File: src/rtl/assert_macros.svh
// -----------------------------------------------------------------------------
// assert_macros.svh
// Assertion shorthands shared by the RTL: implication in the same cycle and
// in the next cycle, both clocked on the rising edge and off during reset.
// -----------------------------------------------------------------------------
`ifndef ASSERT_MACROS_SVH
`define ASSERT_MACROS_SVH

// cond holds -> expr holds in the same cycle
`define ASSERT_IMPLIES(label, clk, rst, cond, expr) \
   label: assert property (@(posedge clk) disable iff (rst) (cond) |-> (expr)) \
      else $error("assertion failed: same-cycle implication");

// cond holds -> expr holds in the next cycle
`define ASSERT_NEXT(label, clk, rst, cond, expr) \
   label: assert property (@(posedge clk) disable iff (rst) (cond) |=> (expr)) \
      else $error("assertion failed: next-cycle implication");

`endif

File: src/rtl/rcpw_pkg.sv
// -----------------------------------------------------------------------------
// rcpw_pkg
// Shared widths, defaults and register indexes of the pulse-width meter.
// -----------------------------------------------------------------------------
package rcpw_pkg;

   localparam int CHANNEL_W = 3;
   localparam int TS_W      = 32;
   localparam int WIDTH_W   = 16;
   localparam int CSR_IDX_W = 1;

   localparam int DEF_CHANNELS     = 5;
   localparam int DEF_TICKS_PER_US = 80;

   localparam logic [WIDTH_W-1:0] MIN_WIDTH_RESET = 16'd1000;
   localparam logic [WIDTH_W-1:0] MAX_WIDTH_RESET = 16'd2000;

   typedef enum logic [CSR_IDX_W-1:0] {
      CSR_MIN_WIDTH = 1'b0,
      CSR_MAX_WIDTH = 1'b1
   } csr_index_type;

endpackage

File: src/rtl/rcpw_tick_div.sv
// -----------------------------------------------------------------------------
// rcpw_tick_div
// Registered tick-to-microsecond conversion: exact division of a 32-bit tick
// count by a constant through a reciprocal multiply, saturated to 16 bits.
// -----------------------------------------------------------------------------
module rcpw_tick_div
   import rcpw_pkg::*;
#(
   parameter int TICKS_PER_US = DEF_TICKS_PER_US
) (
   input  logic               clock,
   input  logic               load,
   input  logic [TS_W-1:0]    ticks,
   output logic [WIDTH_W-1:0] width_us
);

   // m = ceil(2^(32+l) / d), l = ceil(log2 d): exact floor for every 32-bit n
   localparam int PRE_SHIFT = $clog2(TICKS_PER_US);
   localparam int SHIFT     = TS_W + PRE_SHIFT;
   localparam int MAGIC_W   = TS_W + 1;
   localparam int PROD_W    = TS_W + MAGIC_W;
   localparam logic [PROD_W-1:0] MAGIC_FULL =
      ((PROD_W'(1) << SHIFT) + PROD_W'(TICKS_PER_US) - PROD_W'(1))
      / PROD_W'(TICKS_PER_US);
   localparam logic [MAGIC_W-1:0] MAGIC = MAGIC_FULL[MAGIC_W-1:0];

   logic [PROD_W-1:0]  product;
   logic [PROD_W-1:0]  quotient;
   logic [WIDTH_W-1:0] width_in;
   logic [WIDTH_W-1:0] width_ff;

   always_comb begin
      product  = PROD_W'(ticks) * PROD_W'(MAGIC);
      quotient = product >> SHIFT;
      if (|quotient[PROD_W-1:WIDTH_W]) begin
         width_in = {WIDTH_W{1'b1}};
      end else begin
         width_in = quotient[WIDTH_W-1:0];
      end
   end

   always_ff @(posedge clock) begin
      if (load) begin
         width_ff <= width_in;
      end
   end

   assign width_us = width_ff;

endmodule

File: src/rtl/rc_pulse_width_capture.sv
// -----------------------------------------------------------------------------
// rc_pulse_width_capture
// Multi-channel RC servo pulse-width meter with a range health flag.
// -----------------------------------------------------------------------------
// Each capture event (channel, edge polarity, 32-bit timestamp) yields exactly
// one result. An opening edge stores the timestamp as the channel's start; a
// closing edge stores (timestamp - start) mod 2^32 divided by TICKS_PER_US,
// saturated at 65535, as the channel's width. The result carries the channel's
// width after the event, whether it was just measured, and healthy, which is
// set only when every channel's width lies in min_width_us..max_width_us.
// Channels at or above CHANNELS change nothing and report width 0. The block
// is a four-register pipeline (input, tick difference, reciprocal multiply,
// result) that takes one event per clock while req_ready is high; each stage
// moves whenever the one after it is empty or moving, so a waiting result
// stops new events only once all four stages hold an event.
// Widths and start times reset to zero, so healthy starts low. CSR writes
// (index 0 min, index 1 max) take effect at once and belong to idle periods.
// -----------------------------------------------------------------------------
module rc_pulse_width_capture
   import rcpw_pkg::*;
#(
   parameter int CHANNELS     = DEF_CHANNELS,
   parameter int TICKS_PER_US = DEF_TICKS_PER_US
) (
   input  logic                 clock,
   input  logic                 reset,

   input  logic                 req_valid,
   output logic                 req_ready,
   input  logic [CHANNEL_W-1:0] req_channel,
   input  logic                 req_opens_pulse,
   input  logic [TS_W-1:0]      req_timestamp,

   output logic                 rsp_valid,
   input  logic                 rsp_ready,
   output logic [CHANNEL_W-1:0] rsp_out_channel,
   output logic [WIDTH_W-1:0]   rsp_width_us,
   output logic                 rsp_width_updated,
   output logic                 rsp_healthy,

   input  logic                 csr_write_en,
   input  logic [CSR_IDX_W-1:0] csr_index,
   input  logic [WIDTH_W-1:0]   csr_wdata
);

`include "assert_macros.svh"

   // channel numbers at or above this are ignored
   localparam logic [CHANNEL_W:0] CH_LIMIT = (CHANNEL_W + 1)'(CHANNELS);

   // ---------------------------------------------------------------- CSRs
   logic [WIDTH_W-1:0] min_width_ff, min_width_in;
   logic [WIDTH_W-1:0] max_width_ff, max_width_in;

   always_comb begin
      min_width_in = min_width_ff;
      max_width_in = max_width_ff;
      if (csr_write_en) begin
         case (csr_index_type'(csr_index))
            CSR_MIN_WIDTH: min_width_in = csr_wdata;
            CSR_MAX_WIDTH: max_width_in = csr_wdata;
            default:       ;
         endcase
      end
   end

   always_ff @(posedge clock) begin
      if (reset) begin
         min_width_ff <= MIN_WIDTH_RESET;
         max_width_ff <= MAX_WIDTH_RESET;
      end else begin
         min_width_ff <= min_width_in;
         max_width_ff <= max_width_in;
      end
   end

   // ------------------------------------------------------ stage advance
   // A stage loads when it is empty or its contents move on this edge.
   logic s0_valid_ff, s0_valid_in;
   logic s1_valid_ff, s1_valid_in;
   logic s2_valid_ff, s2_valid_in;
   logic rsp_valid_ff, rsp_valid_in;
   logic en0, en1, en2, en_out;

   assign en_out    = !rsp_valid_ff || rsp_ready;
   assign en2       = !s2_valid_ff || en_out;
   assign en1       = !s1_valid_ff || en2;
   assign en0       = !s0_valid_ff || en1;
   assign req_ready = en0;

   assign s0_valid_in  = en0    ? req_valid    : s0_valid_ff;
   assign s1_valid_in  = en1    ? s0_valid_ff  : s1_valid_ff;
   assign s2_valid_in  = en2    ? s1_valid_ff  : s2_valid_ff;
   assign rsp_valid_in = en_out ? s2_valid_ff  : rsp_valid_ff;

   always_ff @(posedge clock) begin
      if (reset) begin
         s0_valid_ff  <= 1'b0;
         s1_valid_ff  <= 1'b0;
         s2_valid_ff  <= 1'b0;
         rsp_valid_ff <= 1'b0;
      end else begin
         s0_valid_ff  <= s0_valid_in;
         s1_valid_ff  <= s1_valid_in;
         s2_valid_ff  <= s2_valid_in;
         rsp_valid_ff <= rsp_valid_in;
      end
   end

   // ------------------------------------------------------ stage 0: input
   logic [CHANNEL_W-1:0] s0_channel_ff;
   logic                 s0_opens_ff;
   logic [TS_W-1:0]      s0_timestamp_ff;

   always_ff @(posedge clock) begin
      if (en0) begin
         s0_channel_ff   <= req_channel;
         s0_opens_ff     <= req_opens_pulse;
         s0_timestamp_ff <= req_timestamp;
      end
   end

   // ---------------------------------------- stage 1: start time, ticks
   // Start times are written as the event leaves stage 0, so the next event
   // on the same channel already sees the new value.
   logic [TS_W-1:0]      start_time_ff [CHANNELS];
   logic [TS_W-1:0]      start_time_in [CHANNELS];
   logic [TS_W-1:0]      start_sel;
   logic                 s0_in_range;

   logic [CHANNEL_W-1:0] s1_channel_ff;
   logic                 s1_in_range_ff;
   logic                 s1_measure_ff;
   logic [TS_W-1:0]      s1_ticks_ff, s1_ticks_in;

   assign s0_in_range = {1'b0, s0_channel_ff} < CH_LIMIT;

   always_comb begin
      start_sel = '0;
      for (int c = 0; c < CHANNELS; c++) begin
         start_time_in[c] = start_time_ff[c];
         if (s0_channel_ff == CHANNEL_W'(c)) begin
            start_sel = start_time_ff[c];
            if (s0_valid_ff && en1 && s0_opens_ff) begin
               start_time_in[c] = s0_timestamp_ff;
            end
         end
      end
      s1_ticks_in = s0_timestamp_ff - start_sel;
   end

   always_ff @(posedge clock) begin
      if (reset) begin
         for (int c = 0; c < CHANNELS; c++) begin
            start_time_ff[c] <= '0;
         end
      end else begin
         start_time_ff <= start_time_in;
      end
   end

   always_ff @(posedge clock) begin
      if (en1) begin
         s1_channel_ff  <= s0_channel_ff;
         s1_in_range_ff <= s0_in_range;
         s1_measure_ff  <= s0_in_range && !s0_opens_ff;
         s1_ticks_ff    <= s1_ticks_in;
      end
   end

   // ------------------------------------------- stage 2: ticks to width
   logic [CHANNEL_W-1:0] s2_channel_ff;
   logic                 s2_in_range_ff;
   logic                 s2_measure_ff;
   logic [WIDTH_W-1:0]   s2_width;

   always_ff @(posedge clock) begin
      if (en2) begin
         s2_channel_ff  <= s1_channel_ff;
         s2_in_range_ff <= s1_in_range_ff;
         s2_measure_ff  <= s1_measure_ff;
      end
   end

   rcpw_tick_div #(
      .TICKS_PER_US (TICKS_PER_US)
   ) u_tick_div (
      .clock    (clock),
      .load     (en2),
      .ticks    (s1_ticks_ff),
      .width_us (s2_width)
   );

   // ---------------------------------- result: width store and health
   logic [WIDTH_W-1:0]   pulse_width_ff [CHANNELS];
   logic [WIDTH_W-1:0]   pulse_width_in [CHANNELS];
   logic [WIDTH_W-1:0]   width_sel;
   logic                 all_ok;

   logic [CHANNEL_W-1:0] rsp_channel_ff, rsp_channel_in;
   logic [WIDTH_W-1:0]   rsp_width_ff, rsp_width_in;
   logic                 rsp_updated_ff, rsp_updated_in;
   logic                 rsp_healthy_ff, rsp_healthy_in;

   always_comb begin
      width_sel = '0;
      all_ok    = 1'b1;
      for (int c = 0; c < CHANNELS; c++) begin
         pulse_width_in[c] = pulse_width_ff[c];
         if (s2_channel_ff == CHANNEL_W'(c)) begin
            if (s2_measure_ff) begin
               pulse_width_in[c] = s2_width;
            end
            width_sel = pulse_width_in[c];
         end
         // health judged on the widths as they stand after this event
         if (pulse_width_in[c] < min_width_ff || pulse_width_in[c] > max_width_ff) begin
            all_ok = 1'b0;
         end
      end
      rsp_channel_in = s2_channel_ff;
      rsp_width_in   = s2_in_range_ff ? width_sel : '0;
      rsp_updated_in = s2_measure_ff;
      rsp_healthy_in = all_ok;
   end

   always_ff @(posedge clock) begin
      if (reset) begin
         for (int c = 0; c < CHANNELS; c++) begin
            pulse_width_ff[c] <= '0;
         end
      end else if (en_out && s2_valid_ff) begin
         pulse_width_ff <= pulse_width_in;
      end
   end

   always_ff @(posedge clock) begin
      if (en_out) begin
         rsp_channel_ff <= rsp_channel_in;
         rsp_width_ff   <= rsp_width_in;
         rsp_updated_ff <= rsp_updated_in;
         rsp_healthy_ff <= rsp_healthy_in;
      end
   end

   assign rsp_valid         = rsp_valid_ff;
   assign rsp_out_channel   = rsp_channel_ff;
   assign rsp_width_us      = rsp_width_ff;
   assign rsp_width_updated = rsp_updated_ff;
   assign rsp_healthy       = rsp_healthy_ff;

   // --------------------------------------------------------- assertions
   // a measurement is only ever reported for a real channel
   `ASSERT_IMPLIES(a_updated_in_range, clock, reset,
      rsp_valid_ff && rsp_updated_ff, {1'b0, rsp_channel_ff} < CH_LIMIT)
   // an unknown channel reports a zero width
   `ASSERT_IMPLIES(a_unknown_zero, clock, reset,
      rsp_valid_ff && ({1'b0, rsp_channel_ff} >= CH_LIMIT), rsp_width_ff == '0)
   // an event held behind a stalled result is not dropped
   `ASSERT_NEXT(a_stage2_hold, clock, reset,
      s2_valid_ff && !en_out, s2_valid_ff)

endmodule

File: config.mk
export PLATFORM = sky130hd
export DESIGN_NAME = rc_pulse_width_capture
export DESIGN_NICKNAME = d
export VERILOG_FILES = /design/src/rtl/rcpw_pkg.sv /design/src/rtl/rcpw_tick_div.sv /design/src/rtl/rc_pulse_width_capture.sv
export VERILOG_INCLUDE_DIRS = /design/src /design/src/rtl
export SDC_FILE = /design/constraint.sdc
export NUM_CORES = 2
export LEC_CHECK = 0
export BUFFER_PORTS_ARGS = -buffer_cell sky130_fd_sc_hd__buf_2
export CAP_MARGIN = 40
export CORE_ASPECT_RATIO = 0.9
export CORE_MARGIN = 10
export CORE_UTILIZATION = 36
export CTS_BUF_LIST = sky130_fd_sc_hd__clkbuf_2
export DETAILED_ROUTE_END_ITERATION = 8
export PLACE_DENSITY_LB_ADDON = 0.05
export SLEW_MARGIN = 20
export SYNTH_ARGS = -nofsm -noshare
export SYNTH_HDL_FRONTEND = slang
export SYNTH_HIERARCHICAL = 1
export SYNTH_SLANG_ARGS = --single-unit
export TNS_END_PERCENT = 30
File: constraint.sdc
create_clock -name clock -period 6.9 [get_ports clock]
set_clock_uncertainty 0.05 [all_clocks]
set_input_delay 1.035 -clock clock [delete_from_list [all_inputs] [get_ports clock]]
set_output_delay 1.035 -clock clock [all_outputs]
set_load 0.1 [all_outputs]
## After elaboration in Yosys (flattened, before gate mapping)

Index checks and enable logic that the tools add are counted.

| storage, ports and cells | value |
|---|---|
| register bits | 391 |
| output and inout port bits | 23 |
| logic and storage cells | 103 |

| operators by class | value |
|---|---|
| add/subtract/negate cells | 1 |
| multiply operators | 1 |
| magnitude comparators | 11 |
| equality and inequality tests | 8 |
| multiplexer cells | 21 |
| bitwise gates (word level) | 1 |
| reductions and logical operators | 29 |

Operators with widths:

| cell | number |
|---|---|
| $mux 16 | 15 |
| $mux 32 | 5 |
| $gt 16x16->1 | 5 |
| $lt 16x16->1 | 5 |
| $mul 32x32->64 const B | 1 |
| $sub 32x32->32 | 1 |
| $reduce_and 2->1 | 7 |
| $eq 3x2->1 const B | 4 |
| $reduce_or 10->1 | 1 |
| $logic_or 1x1->1 | 9 |
| $eq 3x1->1 const B | 2 |
| $eq 3x3->1 const B | 2 |
| $logic_not 3->1 | 2 |
| $logic_not 1->1 | 5 |
| $logic_and 1x1->1 | 4 |
| $reduce_or 4->1 | 1 |
| $lt 3x3->1 const B | 1 |
| $mux 1 | 1 |
| $not 1->1 | 1 |

## Logic depth before layout (Yosys ltp)

| logic depth | value |
|---|---|
| word-level depth | 7 |
| mapped depth | 27 |
| depth with buffers taken out | 24 |

## Hierarchy

Netlist, hierarchy kept.

By module, submodules not included:

| module | times used | cells an instance | area each (um2) | seq. area each (um2) |
|---|---|---|---|---|
| rc_pulse_width_capture | 1 | 2229 | 20668.6 | 8498.2 |
| rcpw_tick_div | 1 | 1918 | 18442.7 | 480.5 |

## Worst setup path before layout

Ideal clock, no wire load.

| timing path | value |
|---|---|
| path type | reg-to-reg |
| start point | register s1_ticks_ff[19] |
| end point | register u_tick_div.width_ff[6], in the netlist u_tick_div/width_us[6] (data pin) |
| data arrival time | 6.989 ns |
| data required time | 6.595 ns |
| slack | -0.393 ns |
| stages on the path, launching flop included | 26 |
| path through | edfxtp_1 ha_1 inv_1 fa_1 inv_1 fa_1 inv_1 fa_1 inv_1 fa_1 fa_1 fa_1 inv_1 fa_1 inv_1 ha_1 nand4_4 nor4_4 nand3_1 o311ai_2 or2_1 mux2i_1 o22ai_1 nor4_4 buf_6 nand2_2 |

| on the way | value |
|---|---|
| cells in the longest elaborated chain, start to end | 2 |

RTL lines:

| item | RTL line | text |
|---|---|---|
| start, declared | rc_pulse_width_capture.sv:134 | `logic [TS_W-1:0] s1_ticks_ff, s1_ticks_in;` |
| start signal, assigned | rc_pulse_width_capture.sv:167 | `s1_ticks_ff <= s1_ticks_in;` |
| $mul 32x32->64 * | rcpw_tick_div.sv:33 | `product = PROD_W'(ticks) * PROD_W'(MAGIC);` |
| $reduce_or 10->1 | rcpw_tick_div.sv:35 | `if (\|quotient[PROD_W-1:WIDTH_W]) begin` |
| end signal, assigned | rcpw_tick_div.sv:44 | `width_ff <= width_in;` |
| end, declared | rcpw_tick_div.sv:30 | `logic [WIDTH_W-1:0] width_ff;` |

Mark *: on every way between the ends. The rest lies on a longest branch, timed or not.
A chain may end at the register's enable or synchronous reset.

## Worst setup path after layout

| timing path | value |
|---|---|
| start point | register s1_ticks_ff[25] |
| end point | register u_tick_div.width_ff[7], in the netlist u_tick_div/width_us[7] (data pin) |

Same word-level chain as after synthesis.

==> results.cfg <==
[synthesis]
synth-main-ff-cell = dfxtp_1
post_synth_most_frequent_cells = 598 x inv_1, 529 x ha_1, 504 x nand2_1
postSynthRegisterBits = 391
synth_enable_flop_cells = 115
ys_top_cells_by_area = fa_1 20%, ha_1 17%, dfxtp_1 14%
synthCells = 4147
synth_top_cell_area_share_pct = 19.9
yosys.cell_count.top_type = inv_1
yosysTopAreaCell = fa_1
synth_cell_types = 90
yosys_warnings = 6
async_reset_ff_share_pct = 0
syn-cell-area_um2 = 39100
mappedNetlistNets = 5123
seq_area_frac_synth_pct = 23.0
syn_area_per_cell_um2 = 9.43

[cts]
clkSlewWorstSetupHoldPaths_ps = 110
cts_made_buffers = 107
root_buffer = clkbuf_2
cts.htree.levels = 3
numClockSinks = 391
clk_latency_ps = 1350
clock_tree.buffer_depth = 3
cts_tree = yes

[floorplan]
design.portCount = 81
chipHeight_um = 333
starting_density_of_the_core_pct = 36.3
die_x_um = 367
std_cell_rows = 114
die_area_um2 = 122000
core_um2 = 108000

[final_layout]
utilization_pct = 43.3
design_area_um2 = 46700
post_route_cells_drive_above_1_share_pct = 20.2
layout.filler_cells = 10900
multi_input_gate_area_um2 = 27700
ff_latch_area_um2 = 8980
final_net_count = 5710
syn2layout_area_growth_pct = 19.3

[critical_path]
launching_element_type_of_the_critical_path = flip-flop
critical_path_peak_fanout = 8
setup.worst_path.end_class = flip-flop
required_ps = 7870
arrival_ps = 8490
worst-setup-path-type = reg -> reg
reg2reg_slack_ps = -620

[timing]
post-route-period-util_pct = 109
worst_slew_pin_slew_ps = 869
grt_setup_unrepaired = yes
finalCriticalPeriod_ps = 7520
slew-limit-headroom_pct = 41.8
final_hold_violating_endpoints = 0
timing_max_transition_violations_final = 0
timing.final.setup_violations = 16
fmax_mhz = 133
worst_slack_ps = -620

[place]
pre_cts_ws_ps = -668
dp_hpwl_mm = 114
place_congestion = 0.910
port_buffers = 80
cell_area_after_placement_um2 = 44600

[global_route]
number_of_antenna_violations_at_the_first_check_in_global_routing = 7
overflow = 0
global_route.usage.met2_pct = 32.9
met3_usage_pct = 3.57
grt_max_degree = 81
grt.total_usage_pct = 22.3
grt_first_pass_wirelength_mm = 210
grt_pass1_vias = 32100
global_route.usage.met1_pct = 33.8
grt_most_used_layer = met1

[hold_path]
hold_class = in -> reg

[drt]
finalWirelength_mm = 139
ant_nets = 0
detail_route.wl_per_cell_um = 22.2
overall_via_count_from_detail_route = 31500
total_iterations_of_the_first_detailed_routing_run = 7
detail_route.drc_violations = 0
vias_per_cell = 5.03
dr.first_iter.drc_count = 2166

[run]
max_cap_violations = 0

[status]
violations_in_the_final_reports = setup timing
outcome = finished, violations left
-- worst paths after layout --
| kind | endpoint | cells past startpoint | start |
|---|---|---|---|
| worst max-delay path | u_tick_div/width_us[7] | 27 | s1_ticks_ff[25] |
| worst min-delay path | rsp_valid | 4 | rsp_ready |
| worst max register to register | u_tick_div/width_us[7] | 27 | s1_ticks_ff[25] |
| worst min register to register | rsp_updated_in | 0 | s1_measure_ff |
-- registers in the layout (all words and copies together) (netlist names), 3 cells and up --
name	flops
u_tick_div/width_us	16
s1_ticks_ff	32
pulse_width_ff	80
rsp_channel_in	3
rsp_width_us	16
start_time_ff	160
rsp_out_channel	3
s1_channel_ff	3
max_width_ff	16
min_width_ff	16
s0_channel_ff	3
s0_timestamp_ff	32
-- cells in the final DEF, fill, tap and decap left out, drive strengths merged, types with 14 or more instances in the layout --
master	instances
a21oi	345
and3	19
fa	389
nand2b	14
nor2	196
o22ai	25
o22a	17
a211oi	17
ha	529
dfxtp	276
xnor2	40
o21ai	106
and2	22
or2	14
o211ai	17
nor3	27
clkbuf	154
dlygate4sd3	55
xor2	52
clkinv	40
a221oi	21
mux2	76
a22oi	64
inv	604
edfxtp	115
a21o	81
nand4	54
mux4	17
nand2	515
buf	576
nand3	22
nor2b	39
o21a	24
mux2i	117
-- critical path: stages, from the launching register on --
cell       delay [ps]
edfxtp_1          550
ha_2              470
inv_1              70
fa_1              470
inv_1              50
fa_1              500
inv_1              50
fa_1              490
inv_1              50
fa_1              620
fa_1              450
fa_1              440
ha_1              290
ha_1              300
buf_4             180
nand3_2           120
buf_4             120
nor3_1             40
a21oi_1           200
o311ai_2          270
nor4_4            380
buf_4             160
a211o_1           120
o2111ai_2         150
nor4_4            220
buf_4             170
clkbuf_16         160
nand2_2            40
-- metal layers --
layer	part of all wire (%)	up-vias
li1	-	15300
met1	51	15400
met2	42	674
met3	4.9	158
met4	1.9	4
met5	0.019	-
-- logic make-up (layout without fill, tap and decap cells) --
family	count (synthesis)	after routing	share of synthesized area, %
simple gates	969	969	11.5
fa+ha+maj	918	918	36.8
compound gates	812	812	13.1
buf+inv	755	1430	7.39
flops	391	391	23.0
mux	210	210	6.17
xor+xnor	92	92	2.06
other cells	0	6	0
-- area by class of cell --
type | instances | share of cell area (%)
clock inverter | 45 | 0.528
multi-input combinational | 3001 | 59.3
antenna | 6 | 0.0322
clock buffer | 152 | 1.63
inverter | 600 | 4.84
sequential | 391 | 19.2
tap | 1450 | 3.89
timing repair buffer | 633 | 10.5
-- through the flow --
stage / hold slack, ps / cells / TNS, ps
floorplan: 350 / 4147 / -1130
global placement: 352 / 5990 / -10190
detailed placement: 355 / 5999 / -10090
CTS: 10.1 / 6252 / -8020
global route: 95.2 / 6277 / -12280
finish: 182 / 6278 / -9630
-- timing repair --
item                                    CTS  global route
cloned                                    0             1
setup buffers                             1            16
hold endpoints to repair                 73             0
hold buffers                             55             0
resized for setup                        23            34
endpoints found under the setup margin   16            16
pin swaps                                 4            23
Power is left out: the tool's default activity adds up to more than one toggle a clock period on the data nets, which glitch-free logic cannot reach.
